### src/design/mcr_pkg.sv
// Package for the midpoint circle rasterizer: field widths, defaults and
// the command/status structs shared by the controller and the datapath.
// No dependencies.
`timescale 1ns / 1ps

package mcr_pkg;

  localparam int unsigned MAX_RADIUS = 40;
  localparam int unsigned COORD_BITS = 10;

  localparam int unsigned CRD_W = 10;  // center coordinate word
  localparam int unsigned RAD_W = 6;   // radius word
  localparam int unsigned PT_W  = 12;  // signed point coordinate
  localparam int unsigned OFF_W = 7;   // signed x/y offset
  localparam int unsigned STP_W = 8;   // dx/dy step
  localparam int unsigned ERR_W = 10;  // signed error term

  typedef struct packed {
    logic load;     // capture a new circle
    logic advance;  // step the iteration after the second half
    logic half;     // which half of the current octant set is shown
  } mcr_cmd_t;

  typedef struct packed {
    logic zero_rad;   // incoming radius is zero, nothing to draw
    logic last_iter;  // the pending step ends the circle
  } mcr_sts_t;

endpackage

### src/design/mcr_if.sv
// Handshake channels for circle requests and point results.
// Depends on mcr_pkg.
`timescale 1ns / 1ps

interface mcr_req_if;
  import mcr_pkg::*;

  logic             valid;
  logic             ready;
  logic [CRD_W-1:0] center_x;
  logic [CRD_W-1:0] center_y;
  logic [RAD_W-1:0] radius;

  modport source (output valid, center_x, center_y, radius, input ready);
  modport sink   (input valid, center_x, center_y, radius, output ready);
endinterface

interface mcr_res_if;
  import mcr_pkg::*;

  logic                   valid;
  logic                   ready;
  logic signed [PT_W-1:0] pt0_x;
  logic signed [PT_W-1:0] pt0_y;
  logic signed [PT_W-1:0] pt1_x;
  logic signed [PT_W-1:0] pt1_y;
  logic signed [PT_W-1:0] pt2_x;
  logic signed [PT_W-1:0] pt2_y;
  logic signed [PT_W-1:0] pt3_x;
  logic signed [PT_W-1:0] pt3_y;
  logic                   second_half;
  logic                   last_result;

  modport source (output valid, pt0_x, pt0_y, pt1_x, pt1_y, pt2_x, pt2_y,
                  pt3_x, pt3_y, second_half, last_result, input ready);
  modport sink   (input valid, pt0_x, pt0_y, pt1_x, pt1_y, pt2_x, pt2_y,
                  pt3_x, pt3_y, second_half, last_result, output ready);
endinterface

### src/design/mcr_ctrl.sv
// Controller of the midpoint circle rasterizer: sequences load, the two
// half words of each iteration and the step. Depends on mcr_pkg.
`timescale 1ns / 1ps

module mcr_ctrl (
  input  logic              clk_i,
  input  logic              rst_ni,
  input  logic              in_valid_i,
  output logic              in_ready_o,
  output logic              out_valid_o,
  input  logic              out_ready_i,
  input  mcr_pkg::mcr_sts_t sts_i,
  output mcr_pkg::mcr_cmd_t cmd_o
);
  import mcr_pkg::*;

  localparam logic [1:0] S_IDLE  = 2'd0;
  localparam logic [1:0] S_HALF0 = 2'd1;
  localparam logic [1:0] S_HALF1 = 2'd2;

  logic [1:0] state_q, state_d;

  always_comb begin
    state_d     = state_q;
    in_ready_o  = 1'b0;
    out_valid_o = 1'b0;
    cmd_o       = '0;
    unique case (state_q)
      S_IDLE: begin
        in_ready_o = 1'b1;
        if (in_valid_i) begin
          cmd_o.load = 1'b1;
          if (!sts_i.zero_rad) state_d = S_HALF0;
        end
      end
      S_HALF0: begin
        out_valid_o = 1'b1;
        if (out_ready_i) state_d = S_HALF1;
      end
      S_HALF1: begin
        out_valid_o = 1'b1;
        cmd_o.half  = 1'b1;
        if (out_ready_i) begin
          cmd_o.advance = 1'b1;
          state_d       = sts_i.last_iter ? S_IDLE : S_HALF0;
        end
      end
      default: state_d = S_IDLE;
    endcase
  end

  always_ff @(posedge clk_i or negedge rst_ni) begin
    if (!rst_ni) begin
      state_q <= S_IDLE;
    end else begin
      state_q <= state_d;
    end
  end

endmodule

### src/design/mcr_datapath.sv
// Datapath of the midpoint circle rasterizer: held circle, x/y offsets,
// steps, error term and the eight mirrored points. Depends on mcr_pkg.
`timescale 1ns / 1ps

module mcr_datapath #(
  parameter int unsigned MaxRadius = mcr_pkg::MAX_RADIUS,
  parameter int unsigned CoordBits = mcr_pkg::COORD_BITS
) (
  input  logic                           clk_i,
  input  logic                           rst_ni,
  input  logic [mcr_pkg::CRD_W-1:0]      center_x_i,
  input  logic [mcr_pkg::CRD_W-1:0]      center_y_i,
  input  logic [mcr_pkg::RAD_W-1:0]      radius_i,
  input  mcr_pkg::mcr_cmd_t              cmd_i,
  output mcr_pkg::mcr_sts_t              sts_o,
  output logic signed [mcr_pkg::PT_W-1:0] pt0_x_o,
  output logic signed [mcr_pkg::PT_W-1:0] pt0_y_o,
  output logic signed [mcr_pkg::PT_W-1:0] pt1_x_o,
  output logic signed [mcr_pkg::PT_W-1:0] pt1_y_o,
  output logic signed [mcr_pkg::PT_W-1:0] pt2_x_o,
  output logic signed [mcr_pkg::PT_W-1:0] pt2_y_o,
  output logic signed [mcr_pkg::PT_W-1:0] pt3_x_o,
  output logic signed [mcr_pkg::PT_W-1:0] pt3_y_o,
  output logic                           second_half_o,
  output logic                           last_result_o
);
  import mcr_pkg::*;

  localparam int unsigned MaskBits = (CoordBits < CRD_W) ? CoordBits : CRD_W;
  localparam logic [CRD_W-1:0] CoordMask = CRD_W'((64'd1 << MaskBits) - 64'd1);

  logic [CRD_W-1:0]        cx_q, cy_q;
  logic [OFF_W-1:0]        rad2_q;
  logic signed [OFF_W-1:0] x_q, y_q, x_n, y_n;
  logic [STP_W-1:0]        dx_q, dy_q, dx_n, dy_n;
  logic signed [ERR_W-1:0] err_q, err_a, err_n;
  logic [RAD_W-1:0]        rad_sat;

  assign rad_sat = (radius_i > RAD_W'(MaxRadius)) ? RAD_W'(MaxRadius) : radius_i;
  assign sts_o.zero_rad = (rad_sat == '0);

  // one midpoint step: maybe move y, then maybe move x
  always_comb begin
    y_n   = y_q;
    dy_n  = dy_q;
    err_a = err_q;
    if (err_q <= 0) begin
      y_n   = y_q + OFF_W'(1);
      err_a = err_q + ERR_W'(dy_q);
      dy_n  = dy_q + STP_W'(2);
    end
    x_n   = x_q;
    dx_n  = dx_q;
    err_n = err_a;
    if (err_a > 0) begin
      x_n   = x_q - OFF_W'(1);
      dx_n  = dx_q + STP_W'(2);
      err_n = err_a + ERR_W'(dx_n) - ERR_W'(rad2_q);
    end
  end

  assign sts_o.last_iter = (x_n < y_n);

  always_ff @(posedge clk_i or negedge rst_ni) begin
    if (!rst_ni) begin
      cx_q   <= '0;
      cy_q   <= '0;
      rad2_q <= '0;
      x_q    <= '0;
      y_q    <= '0;
      dx_q   <= STP_W'(1);
      dy_q   <= STP_W'(1);
      err_q  <= '0;
    end else if (cmd_i.load) begin
      cx_q   <= center_x_i & CoordMask;
      cy_q   <= center_y_i & CoordMask;
      rad2_q <= {rad_sat, 1'b0};
      x_q    <= OFF_W'(rad_sat) - OFF_W'(1);
      y_q    <= '0;
      dx_q   <= STP_W'(1);
      dy_q   <= STP_W'(1);
      err_q  <= ERR_W'(1) - ERR_W'({rad_sat, 1'b0});
    end else if (cmd_i.advance) begin
      x_q   <= x_n;
      y_q   <= y_n;
      dx_q  <= dx_n;
      dy_q  <= dy_n;
      err_q <= err_n;
    end
  end

  // mirrored points
  logic signed [PT_W-1:0] cxe, cye, xe, ye;

  assign cxe = signed'(PT_W'(cx_q));
  assign cye = signed'(PT_W'(cy_q));
  assign xe  = PT_W'(x_q);
  assign ye  = PT_W'(y_q);

  always_comb begin
    if (!cmd_i.half) begin
      pt0_x_o = cxe + xe; pt0_y_o = cye + ye;
      pt1_x_o = cxe + ye; pt1_y_o = cye + xe;
      pt2_x_o = cxe - xe; pt2_y_o = cye + ye;
      pt3_x_o = cxe - ye; pt3_y_o = cye + xe;
    end else begin
      pt0_x_o = cxe - xe; pt0_y_o = cye - ye;
      pt1_x_o = cxe - ye; pt1_y_o = cye - xe;
      pt2_x_o = cxe + ye; pt2_y_o = cye - xe;
      pt3_x_o = cxe + xe; pt3_y_o = cye - ye;
    end
  end

  assign second_half_o = cmd_i.half;
  assign last_result_o = cmd_i.half & sts_o.last_iter;

endmodule

### src/design/midpoint_circle_rasterizer.sv
// Midpoint circle rasterizer, top level. Depends on mcr_pkg, mcr_if,
// mcr_ctrl and mcr_datapath.
// The first word follows in the cycle after the request is taken; then one word a cycle
// while the sink is ready. A circle gives two words per iteration (about r/sqrt2+1),
// and no request is taken until its last word leaves. A zero radius gives no words.
// Reset (rst_ni, async low): controller idle and ready, iteration state reset.
`timescale 1ns / 1ps

module midpoint_circle_rasterizer #(
  parameter int unsigned MaxRadius = mcr_pkg::MAX_RADIUS,
  parameter int unsigned CoordBits = mcr_pkg::COORD_BITS
) (
  input logic       clk_i,
  input logic       rst_ni,
  mcr_req_if.sink   req_i,
  mcr_res_if.source res_o
);
  import mcr_pkg::*;

  mcr_cmd_t cmd;
  mcr_sts_t sts;

  // Controller: idle takes a request word, then walks half 0 / half 1 of
  // each iteration; the step happens when the second half word leaves.
  mcr_ctrl u_ctrl (
    .clk_i       (clk_i),
    .rst_ni      (rst_ni),
    .in_valid_i  (req_i.valid),
    .in_ready_o  (req_i.ready),
    .out_valid_o (res_o.valid),
    .out_ready_i (res_o.ready),
    .sts_i       (sts),
    .cmd_o       (cmd)
  );

  // Datapath: every point comes from registers through one adder and the flags
  // from the state and step logic, so the word stays stable while the sink stalls.
  mcr_datapath #(
    .MaxRadius (MaxRadius),
    .CoordBits (CoordBits)
  ) u_dp (
    .clk_i         (clk_i),
    .rst_ni        (rst_ni),
    .center_x_i    (req_i.center_x),
    .center_y_i    (req_i.center_y),
    .radius_i      (req_i.radius),
    .cmd_i         (cmd),
    .sts_o         (sts),
    .pt0_x_o       (res_o.pt0_x),
    .pt0_y_o       (res_o.pt0_y),
    .pt1_x_o       (res_o.pt1_x),
    .pt1_y_o       (res_o.pt1_y),
    .pt2_x_o       (res_o.pt2_x),
    .pt2_y_o       (res_o.pt2_y),
    .pt3_x_o       (res_o.pt3_x),
    .pt3_y_o       (res_o.pt3_y),
    .second_half_o (res_o.second_half),
    .last_result_o (res_o.last_result)
  );

`ifndef NO_ASSERTIONS
  // never take a request while a circle is still being drawn
  a_no_overlap: assert property (@(posedge clk_i) disable iff (!rst_ni)
    !(req_i.ready && res_o.valid))
    else $error("request accepted while drawing");

  // only the second half word may close a circle
  a_last_in_half1: assert property (@(posedge clk_i) disable iff (!rst_ni)
    (res_o.valid && res_o.last_result) |-> res_o.second_half)
    else $error("last word outside second half");

  // a first-half word is always followed by its second half
  a_pairing: assert property (@(posedge clk_i) disable iff (!rst_ni)
    (res_o.valid && res_o.ready && !res_o.second_half) |=>
    (res_o.valid && res_o.second_half))
    else $error("half pairing broken");

  // after the closing word the block is ready again
  a_back_idle: assert property (@(posedge clk_i) disable iff (!rst_ni)
    (res_o.valid && res_o.ready && res_o.last_result) |=> req_i.ready)
    else $error("not idle after last word");
`endif

endmodule

### src/flat_wrapper.sv
// flat-port wrapper written by rule: the top's interface ports become plain ports
module midpoint_circle_rasterizer_flat import mcr_pkg::*;
#(
  parameter int unsigned MaxRadius = mcr_pkg::MAX_RADIUS,
  parameter int unsigned CoordBits = mcr_pkg::COORD_BITS
)
  (clk_i, rst_ni, req_i_valid, req_i_center_x, req_i_center_y, req_i_radius, req_i_ready, res_o_valid, res_o_pt0_x, res_o_pt0_y, res_o_pt1_x, res_o_pt1_y, res_o_pt2_x, res_o_pt2_y, res_o_pt3_x, res_o_pt3_y, res_o_second_half, res_o_last_result, res_o_ready);
  mcr_req_if req_i_i ();
  mcr_res_if res_o_i ();
  input logic clk_i;
  input logic rst_ni;
  input wire logic [$bits(req_i_i.valid)-1:0] req_i_valid;
  input wire logic [$bits(req_i_i.center_x)-1:0] req_i_center_x;
  input wire logic [$bits(req_i_i.center_y)-1:0] req_i_center_y;
  input wire logic [$bits(req_i_i.radius)-1:0] req_i_radius;
  output wire logic [$bits(req_i_i.ready)-1:0] req_i_ready;
  output wire logic [$bits(res_o_i.valid)-1:0] res_o_valid;
  output wire logic [$bits(res_o_i.pt0_x)-1:0] res_o_pt0_x;
  output wire logic [$bits(res_o_i.pt0_y)-1:0] res_o_pt0_y;
  output wire logic [$bits(res_o_i.pt1_x)-1:0] res_o_pt1_x;
  output wire logic [$bits(res_o_i.pt1_y)-1:0] res_o_pt1_y;
  output wire logic [$bits(res_o_i.pt2_x)-1:0] res_o_pt2_x;
  output wire logic [$bits(res_o_i.pt2_y)-1:0] res_o_pt2_y;
  output wire logic [$bits(res_o_i.pt3_x)-1:0] res_o_pt3_x;
  output wire logic [$bits(res_o_i.pt3_y)-1:0] res_o_pt3_y;
  output wire logic [$bits(res_o_i.second_half)-1:0] res_o_second_half;
  output wire logic [$bits(res_o_i.last_result)-1:0] res_o_last_result;
  input wire logic [$bits(res_o_i.ready)-1:0] res_o_ready;
  assign req_i_i.valid = req_i_valid;
  assign req_i_i.center_x = req_i_center_x;
  assign req_i_i.center_y = req_i_center_y;
  assign req_i_i.radius = req_i_radius;
  assign req_i_ready = req_i_i.ready;
  assign res_o_valid = res_o_i.valid;
  assign res_o_pt0_x = res_o_i.pt0_x;
  assign res_o_pt0_y = res_o_i.pt0_y;
  assign res_o_pt1_x = res_o_i.pt1_x;
  assign res_o_pt1_y = res_o_i.pt1_y;
  assign res_o_pt2_x = res_o_i.pt2_x;
  assign res_o_pt2_y = res_o_i.pt2_y;
  assign res_o_pt3_x = res_o_i.pt3_x;
  assign res_o_pt3_y = res_o_i.pt3_y;
  assign res_o_second_half = res_o_i.second_half;
  assign res_o_last_result = res_o_i.last_result;
  assign res_o_i.ready = res_o_ready;
  midpoint_circle_rasterizer #(.MaxRadius(MaxRadius), .CoordBits(CoordBits)) u_core (.clk_i(clk_i), .rst_ni(rst_ni), .req_i(req_i_i), .res_o(res_o_i));
endmodule
### config.mk
export PLATFORM = sky130hd
export DESIGN_NAME = midpoint_circle_rasterizer_flat
export DESIGN_NICKNAME = d
export VERILOG_FILES = /design/src/design/mcr_pkg.sv /design/src/design/mcr_if.sv /design/src/design/mcr_ctrl.sv /design/src/design/mcr_datapath.sv /design/src/design/midpoint_circle_rasterizer.sv /design/src/flat_wrapper.sv
export SDC_FILE = /design/constraint.sdc
export NUM_CORES = 1
export LEC_CHECK = 0
export ABC_AREA = 1
export BUFFER_PORTS_ARGS = -buffer_cell sky130_fd_sc_hd__buf_2
export CAP_MARGIN = 20
export CORE_AREA = 2 2 157 159
export DETAILED_ROUTE_END_ITERATION = 6
export DIE_AREA = 0 0 159 161
export PLACE_DENSITY_LB_ADDON = 0.08
export SLEW_MARGIN = 20
export SYNTH_ARGS = -nofsm -noshare
export SYNTH_HDL_FRONTEND = slang
export SYNTH_HIERARCHICAL = 1
export SYNTH_SLANG_ARGS = --single-unit
### constraint.sdc
create_clock -name clk_i -period 5.6 [get_ports clk_i]
set_clock_uncertainty 0.2 [all_clocks]
set_input_delay 0.28 -clock clk_i [delete_from_list [all_inputs] [get_ports clk_i]]
set_output_delay 0.28 -clock clk_i [all_outputs]
set_load 0.02 [all_outputs]
==> reports/summary.txt <==
YOSYS
----------------------------------------------------------------------------------------
Flops & latches, synth                                                                68
Cell count after synthesis                                                          1253
Most used standard cells in the synthesized netlist                         sky130_fd_sc_hd__nand2_1 (322), sky130_fd_sc_hd__inv_1 (155), sky130_fd_sc_hd__ha_1 (125)
Top-count cell post-synth                                                   sky130_fd_sc_hd__nand2_1
Count of warnings emitted by yosys                                                     6
Mean area per synthesized cell                                                  6.97 um2
Count of distinct cell types in the synthesized netlist                               57
Cell types with the largest area share after synthesis                      sky130_fd_sc_hd__dfrtp_1 (19%), sky130_fd_sc_hd__ha_1 (18%), sky130_fd_sc_hd__nand2_1 (14%)
Post-synth design cell area                                                  0.00873 mm2
Share of synthesized registers carrying an async set or reset                       100%
Area share of the largest cell type after synthesis                                18.9%
Part of the Yosys area used for sequential elements                                19.5%
Top_reg_cell synth                                                          sky130_fd_sc_hd__dfrtp_1
Syn nets                                                                            1423
Top cell type by total area after synthesis                                 sky130_fd_sc_hd__dfrtp_1
EDFF count, synth                                                                      0

FLOORPLANNING
----------------------------------------------------------------------------------------
Die boundary width                                                                159 um
Die Span Y                                                                        161 um
Core ar.                                                                      0.0240 mm2
Initial Utilization                                                                36.4%
I/O Pins                                                                             130
Standard-cell rows                                                                    57
Total die area                                                                0.0256 mm2

CTS
----------------------------------------------------------------------------------------
Total clock buffers created by CTS                                                     9
TritonCTS clock tree                                                                done
H-tree level count                                                                     3
Clk Tree Root Cell                                                          sky130_fd_sc_hd__clkbuf_16
Clk sink count                                                                        68
Number of gates given a new drive strength after cts                                   0
Count of buffers added by post-CTS timing repair for setup                             0
Clk pin slew, worst setup/hold paths                                               70 ps
Worst-case clock buffer depth                                                          2
Clk_lat worst skew                                                                350 ps
Total of hold buffers inserted after clock tree synthesis                             21

PLACE
----------------------------------------------------------------------------------------
Number of I/O port buffers                                                           129
Total half-perimeter wirelength after legalization and detailed placement        21.3 mm
Gpl congestion                                                                     0.897

SETUP PATH
----------------------------------------------------------------------------------------
Type of the worst setup path                                                flip-flop to primary output
Endpoint type of the worst setup path                                       primary output
Critical path startpoint category                                              flip-flop
WP data arrival                                                                  4710 ps
Req. time, crit path                                                             5120 ps
Maximum fanout along the worst path                                                    7

GLOBAL ROUTING
----------------------------------------------------------------------------------------
First-pass GRT wire length                                                       43.0 mm
Overall global routing resource usage                                              21.2%
Number of antenna violations at the first check in global routing                      0
Via count of the first global-routing pass                                          8075
Remaining Overflow, GRT                                                                0
Pin count of the biggest net entering global routing                                  83

DETAILED ROUTING
----------------------------------------------------------------------------------------
Detailed-routed wire length on met2                                              12.8 mm
DRT antenna net count                                                                  0
Via-to-Cell Ratio                                                                   4.87
Final routed wirelength across all metal layers                                  26.9 mm
Highest layer used for signal routing                                               met4
Routed vias                                                                         8342
Detailed-route DRC error count                                                         0
First DRT Iteration DRCs                                                             504
Initial DRT Pass Iterations                                                            5
Met1 Wirelength                                                                  12.7 mm
Met3 wirelength from detailed routing                                             848 um
Detail-routed net length per standard cell                                       15.7 um

TIMING
----------------------------------------------------------------------------------------
Final min period                                                                 5190 ps
Setup total negative slack                                                          0 ps
Relative slew slack                                                                36.6%
Number of endpoints failing setup at the final stage                                   0
Count of final hold-check violations                                                   0
Final Slew Violations                                                                  0
Slew at the pin closest to its max-slew limit                                     950 ps
Period utilisation layout                                                          92.7%
Max Clk Rate                                                                     193 MHz
RSZ-0062 raised after global routing                                               false

FINAL LAYOUT
----------------------------------------------------------------------------------------
Fraction of final layout cells sized beyond drive strength 1                       14.4%
FILL cells                                                                          2585
Layout Area Growth over Synthesis                                                  16.9%
Area of all sequential standard cells                                        0.00170 mm2
Antenna Cells                                                                          0
Final net count                                                                     1554
Area of the multi-input gates                                                0.00624 mm2

RUN STATUS
----------------------------------------------------------------------------------------
Status                                                                      finished clean

HOLD PATH
----------------------------------------------------------------------------------------
Tightest Hold Check Type                                                    input pin to flip-flop

RUN
----------------------------------------------------------------------------------------
Count of maximum capacitance violations                                                0

## state kept, by name (all words and copies together), names as in the netlist
name	flops
u_core/u_ctrl/state_q	2
u_core/u_dp/cx_q	10
u_core/u_dp/rad2_q	6
u_core/u_dp/x_q	7
u_core/u_dp/err_q	10
u_core/u_dp/y_q	7
u_core/u_dp/cy_q	10
u_core/u_dp/dy_q	8
u_core/u_dp/dx_q	8
## through the flow
| step | area (um2) | cells | hold slack, ps | setup slack [ps] | util (%) |
|---|---|---|---|---|---|
| 5_1_grt | 10200 | 1713 | 47.1 | 21.3 | 42.6 |
| 4_1_cts | 10200 | 1713 | 25.4 | 377 | 42.6 |
| 2_1_floorplan | 8730 | 1253 | -216 | 1260 | - |
| 3_5_place_dp | 9680 | 1676 | 283 | 762 | 40.4 |
| 3_3_place_gp | 9680 | 1676 | 272 | 899 | 40.4 |
| 6_report | 10200 | 1713 | 16.6 | 407 | 42.6 |
## worst max-delay path, cell delays in order (launching register included)
cell and delay (ps):
sky130_fd_sc_hd__dfrtp_1 400, sky130_fd_sc_hd__ha_1 230, sky130_fd_sc_hd__fa_1 420, sky130_fd_sc_hd__nand3_1 110, sky130_fd_sc_hd__nand3_1 110, sky130_fd_sc_hd__nand2_1 100, sky130_fd_sc_hd__nand2_1 50, sky130_fd_sc_hd__nand2_1 70
sky130_fd_sc_hd__a21oi_1 60, sky130_fd_sc_hd__o21ai_0 200, sky130_fd_sc_hd__xor2_1 210, sky130_fd_sc_hd__inv_1 80, sky130_fd_sc_hd__ha_1 220, sky130_fd_sc_hd__nand3_4 100, sky130_fd_sc_hd__nor2_4 50, sky130_fd_sc_hd__nand3_4 80
sky130_fd_sc_hd__nand2_8 90, sky130_fd_sc_hd__nor2_4 120, sky130_fd_sc_hd__xor2_1 200, sky130_fd_sc_hd__ha_1 280, sky130_fd_sc_hd__a21o_1 170, sky130_fd_sc_hd__a2111oi_0 430, sky130_fd_sc_hd__nand2_1 140, sky130_fd_sc_hd__a21oi_1 230
sky130_fd_sc_hd__buf_2 230
## path summary, 6_finish.rpt
check | from | to | slack (ps) | cells past startpoint
min reg2reg | u_core/u_dp/rad2_q[2]$_DFFE_PN0P_ | u_core/u_dp/rad2_q[2]$_DFFE_PN0P_ | 290 | 2
min in group asynchronous | rst_ni | u_core/u_dp/rad2_q[4]$_DFFE_PN0P_ | 380 | 2
min | req_i_center_y[0] | u_core/u_dp/cy_q[0]$_DFFE_PN0P_ | 20 | 3
max reg2reg | u_core/u_dp/err_q[0]$_DFFE_PN0P_ | u_core/u_ctrl/state_q[0]$_DFFE_PN0P_ | 940 | 28
max in group asynchronous | rst_ni | u_core/u_dp/y_q[1]$_DFFE_PN0P_ | 4150 | 2
max | u_core/u_dp/err_q[0]$_DFFE_PN0P_ | res_o_last_result | 410 | 24
## cells in the final DEF, fill, tap and decap left out, types with 10 or more instances in the layout
cell / instances
sky130_fd_sc_hd__a21oi_1: 107
sky130_fd_sc_hd__buf_2: 128
sky130_fd_sc_hd__dfrtp_1: 66
sky130_fd_sc_hd__dlygate4sd3_1: 21
sky130_fd_sc_hd__fa_1: 15
sky130_fd_sc_hd__ha_1: 124
sky130_fd_sc_hd__inv_1: 154
sky130_fd_sc_hd__nand2_1: 322
sky130_fd_sc_hd__nand3_1: 60
sky130_fd_sc_hd__nor2_1: 42
sky130_fd_sc_hd__o21ai_0: 102
sky130_fd_sc_hd__o21ai_1: 22
sky130_fd_sc_hd__o22ai_1: 12
sky130_fd_sc_hd__xnor2_1: 10
sky130_fd_sc_hd__xor2_1: 58
## cell type report
cell class,instances,area share (%)
Multi-Input combinational cell,980,61.1
Tap cell,324,3.97
Sequential cell,68,16.7
Inverter,168,6.22
Clock inverter,7,0.895
Clock buffer,9,2.21
Timing Repair Buffer,157,8.92
## metal layers
metal / global-route usage (%) / vias to the layer above
met1: 27.7 / 3793
met5: 0 / -
met2: 36.6 / 144
met3: 2.52 / 34
li1: - / 4371
met4: 6.65 / 0
## cell families after synthesis
kind of cell,count (synthesis),share of synthesized area [%]
AND/OR/NAND/NOR,476,24.1
flip-flops,68,19.5
AO/OA/AOI/OAI,292,18.5
adder cells (fa/ha/maj),140,21.3
multiplexers,2,0.229
buffers and inverters,205,9.07
XOR/XNOR,70,7.19
Power is not shown: default switching activity piles up to over one toggle a cycle in this logic, so the estimate is an artifact.
